## config.mk

```make
export PLATFORM = sky130hd
export DESIGN_NAME = ffvra_mem
export DESIGN_NICKNAME = d
export VERILOG_FILES = /design/src/rtl/core/first_fit_virtual_range_allocator_macros.svh /design/src/rtl/core/ffvra_mem.sv
export SDC_FILE = /design/constraint.sdc
export NUM_CORES = 2
export LEC_CHECK = 0
export BUFFER_PORTS_ARGS = -buffer_cell sky130_fd_sc_hd__buf_2
export CAP_MARGIN = 5
export CORE_MARGIN = 1
export CORE_UTILIZATION = 35
export CTS_BUF_LIST = sky130_fd_sc_hd__clkbuf_8 sky130_fd_sc_hd__clkbuf_16
export CTS_CLUSTER_SIZE = 40
export DETAILED_ROUTE_END_ITERATION = 8
export RECOVER_POWER = 50
export REMOVE_ABC_BUFFERS = 1
export SETUP_SLACK_MARGIN = 0.1
export SYNTH_ARGS = -nofsm -noshare
export SYNTH_HDL_FRONTEND = slang
export SYNTH_MEMORY_MAX_BITS = 65536
export SYNTH_SLANG_ARGS = --single-unit
```

## constraint.sdc

```tcl
create_clock -name i_clk -period 7.97 [get_ports i_clk]
set_input_delay 0.3985 -clock i_clk [delete_from_list [all_inputs] [get_ports i_clk]]
set_output_delay 0.3985 -clock i_clk [all_outputs]
set_load 0.02 [all_outputs]
```

## src/rtl/core/first_fit_virtual_range_allocator_macros.svh

```systemverilog
// ----------------------------------------------------------------------------
// first_fit_virtual_range_allocator_macros
// Assertion macros shared by the allocator RTL.
// ----------------------------------------------------------------------------
`ifndef FIRST_FIT_VIRTUAL_RANGE_ALLOCATOR_MACROS_SVH
`define FIRST_FIT_VIRTUAL_RANGE_ALLOCATOR_MACROS_SVH

// same-cycle implication, reset-qualified
`define FFVRA_ASSERT_NOW(lbl, ante, cons, msg) \
    lbl: assert property (@(posedge i_clk) disable iff (!i_rst_n) (ante) |-> (cons)) \
        else $error(msg);

// next-cycle implication, reset-qualified
`define FFVRA_ASSERT_NEXT(lbl, ante, cons, msg) \
    lbl: assert property (@(posedge i_clk) disable iff (!i_rst_n) (ante) |=> (cons)) \
        else $error(msg);

`endif

```

## src/rtl/core/ffvra_mem.sv

```systemverilog
// ----------------------------------------------------------------------------
// ffvra_mem
// Area table storage: one write port, one read port, registered read data.
// ----------------------------------------------------------------------------
`default_nettype none
module ffvra_mem #(
    parameter int DEPTH = 64,
    parameter int WIDTH = 73
) (
    input  wire logic                     i_clk,
    input  wire logic                     i_we,
    input  wire logic [$clog2(DEPTH)-1:0] i_waddr,
    input  wire logic [WIDTH-1:0]         i_wdata,
    input  wire logic                     i_re,
    input  wire logic [$clog2(DEPTH)-1:0] i_raddr,
    output logic      [WIDTH-1:0]         o_rdata
);

    logic [WIDTH-1:0] r_mem [DEPTH];

    always_ff @(posedge i_clk) begin
        if (i_we) begin
            r_mem[i_waddr] <= i_wdata;
        end
    end

    always_ff @(posedge i_clk) begin
        if (i_re) begin
            o_rdata <= r_mem[i_raddr];
        end
    end

endmodule
`default_nettype wire

```

==> metrics.md <==
| Metric | Value |
|---|---|
| Status | `finished with violations` |
| Failing checks | `capacitance limit, slew limit` |
| Setup TNS | `0 ns` |
| P&R area growth vs syn | `13.6%` |
| Top post-synthesis cells by area | `edfxtp_1, mux4_2, o22ai_1` |
| EDFF count, synth | `4745` |
| Multi-input logic area | `34100 sq um` |
| Logic pwr share | `0.045` |
| Slew Limit Fails | `4871` |
| CP Data Required Time | `8.47 ns` |
| Clock Latency Late Sink | `1.01 ns` |
| Max Cap Viol | `79` |
| Post-synth top area cell | `edfxtp_1` |
| Mapped cell area | `178000 sq um` |
| Setup repair bufs after CTS | `0` |
| Mean routed wirelength per cell | `33.0 microns` |
| Top cells by count, synth | `edfxtp_1, mux4_2, o22ai_1` |
| Worst setup SP type | `input port` |
| Peak supply drop | `201 uV` |
| Worst-Margin Slew | `3.41 ns` |
| F_max | `193 MHz` |
| I/O Buffers | `160` |
| Root buffer cell | `clkbuf_16` |
| Fin crit share | `0.649` |
| Distinct cells, synth | `38` |
| Post-synthesis cell count | `7585` |
| CTS tree | `yes` |
| Routed Wire Length | `499000 microns` |
| Pre-antenna DRT Iters | `5` |
| Hold/Removal Path Class | `input port to register` |
| IO Pins | `161` |
| Count leader, synth | `edfxtp_1` |
| Hpwl dp | `261000 microns` |
| Synth Register Bits | `4745` |
| Drt drc | `0` |
| GR Overflow Total | `0` |
| Asr flop ratio synth | `0` |
| Share of Yosys cell area claimed by the top area cell type | `0.799` |
| Row Count | `261` |
| Reg clk slew, reported paths | `0.06 ns` |
| Die area | `512000 sq um` |
| Core area | `506000 sq um` |
| CTS Buf Count | `466` |
| Antenna violations before repair | `49` |
| H-tree lvl count | `5` |
| # setup viols final | `0` |
| Clk sink count | `4745` |
| Post-route clock skew | `0.0897 ns` |
| Crit Path Class | `input port to register` |
| Sequential share of power | `0.542` |
| Via count | `86900` |
| Proportion of layout cells with a drive suffix above 1 | `0.254` |
| Max FO, Critical Path | `26` |
| Vias in the first global route | `86000` |
| Tmin final | `5.17 ns` |
| Register area share after synthesis | `0.799` |
| Critical path arrival | `5.67 ns` |
| Die width | `716 microns` |
| Total track usage | `0.190` |
| Clock buffer depth | `4` |
| First-pass GRT wire length | `686000 microns` |
| Syn_area_per_cell | `23.5 sq um` |
| P_sw | `11.0 mW` |
| 1st-iter DRT viols | `11600` |
| Final ANT Viol Nets | `0` |
| Dominant synthesized flop cell | `edfxtp_1` |
| Largest net degree at the start of global routing | `142` |
| Clk pwr share | `0.413` |
| Internal power contribution | `40.4 mW` |
| Sw frac | `0.214` |
| # fillers | `43800` |
| RSZ-0062 raised after global routing | `false` |
| Via density | `5.75` |
| Final #Nets | `8070` |
| Endpoints failing hold | `0` |
| Initial Util | `0.352` |
| RePlAce Congestion | `0.779` |
| YS warnings | `0` |
| Final Hold Slack | `0.0805 ns` |
| Register area | `142000 sq um` |
| Relative slew slack | `-1.27` |
| Power per cell area | `254 nW/um^2` |
| Leak pwr | `61.8 nW` |
| Critical path capture point type | `register` |
| DIE HEIGHT | `716 microns` |
[flip-flops by register name (all words and copies together) (netlist names)]
signal / cells
o_rdata: 73
r_mem: 4672
[final timing paths]
kind | endpoint | cells past startpoint | start | slack, ns
worst max register to register | o_rdata[63] | 5 | r_mem[41][63] | 5.75
worst min register to register | o_rdata[72] | 3 | r_mem[1][72] | 0.88
worst min-delay path | o_rdata[72] | 4 | i_raddr[4] | 0.08
worst max-delay path | o_rdata[68] | 3 | i_re | 2.80
[timing repair]
item,CTS,global route
hold endpoints to repair,18,0
hold buffers,3,0
setup endpoints to repair,0,0
resized for setup,0,0
[power by group through the flow]
| stage | Combinational [mW] | Clock (mW) | Sequential, mW |
|---|---|---|---|
| global placement | 2.29 | 0 | 28.3 |
| global route | 2.43 | 22.4 | 27.9 |
| CTS | 2.33 | 21.5 | 27.8 |
| floorplan | 0.967 | 0 | 28.3 |
| finish | 2.30 | 21.2 | 27.8 |
| detailed placement | 2.33 | 0 | 28.3 |
[per-stage QoR]
step	util	power, mW	instances	setup WS (ns)	cell area (sq um)
3_5_place_dp	0.371	30.7	14200	3.63	188000
2_1_floorplan	-	29.3	7146	1.68	176000
6_report	0.400	51.4	15100	2.80	203000
4_1_cts	0.400	51.7	15100	4.14	203000
5_1_grt	0.400	52.7	15100	2.77	202000
3_3_place_gp	0.371	30.6	14200	3.27	188000
[worst max-delay path, stage by stage]
cell	delay [ns]
dlygate4sd3_1	0.53
clkbuf_1	2.09
clkbuf_1	2.52
[cell families (layout without fill, tap and decap cells)]
logic type | count (synthesis) | after routing | synth area share
and+or+nand+nor | 437 | 437 | 0.0127
other | 0 | 35 | 0
AOI/OAI and AO/OA | 717 | 717 | 0.0277
muxes | 1246 | 1246 | 0.148
buffers and inverters | 440 | 1218 | 0.0125
DFF | 4745 | 4745 | 0.799
[placed cells by master (no fill, tap or decap), types with 13 or more instances in the layout]
cell,instances
o221ai_1,27
nor2_4,59
buf_4,169
buf_2,81
clkinv_1,116
buf_12,35
a22oi_1,69
o211a_1,13
o21ai_0,14
nor2_1,29
clkbuf_16,469
mux2i_1,135
nor3_1,104
o22ai_1,385
inv_1,97
nand2_1,22
diode_2,35
a31oi_1,14
mux4_2,1109
edfxtp_1,4745
a21oi_1,19
bufinv_16,36
clkinv_2,94
nor4_1,58
clkbuf_1,77
nand3_1,35
o22a_1,59
a211oi_1,114
nor2b_1,88
[layout make-up]
cell class | count | share of cell area
Timing Repair Buffer | 368 | 0.0135
Clock inverter | 380 | 0.0148
Antenna cell | 35 | 0.000432
Multi-Input combinational cell | 2400 | 0.168
Inverter | 1 | 0.0000247
Clock buffer | 469 | 0.0579
Tap cell | 6706 | 0.0414
Sequential cell | 4745 | 0.703
[per-layer routing]
metal  vias up  GRT usage  wire, microns
li1      33700          -              -
met1     47800      0.266         200000
met2      4561      0.302         236000
met3       784     0.0398          48700
met4        26     0.0514          14300
met5         -          0            147
(Power assumes the default switching activity.)
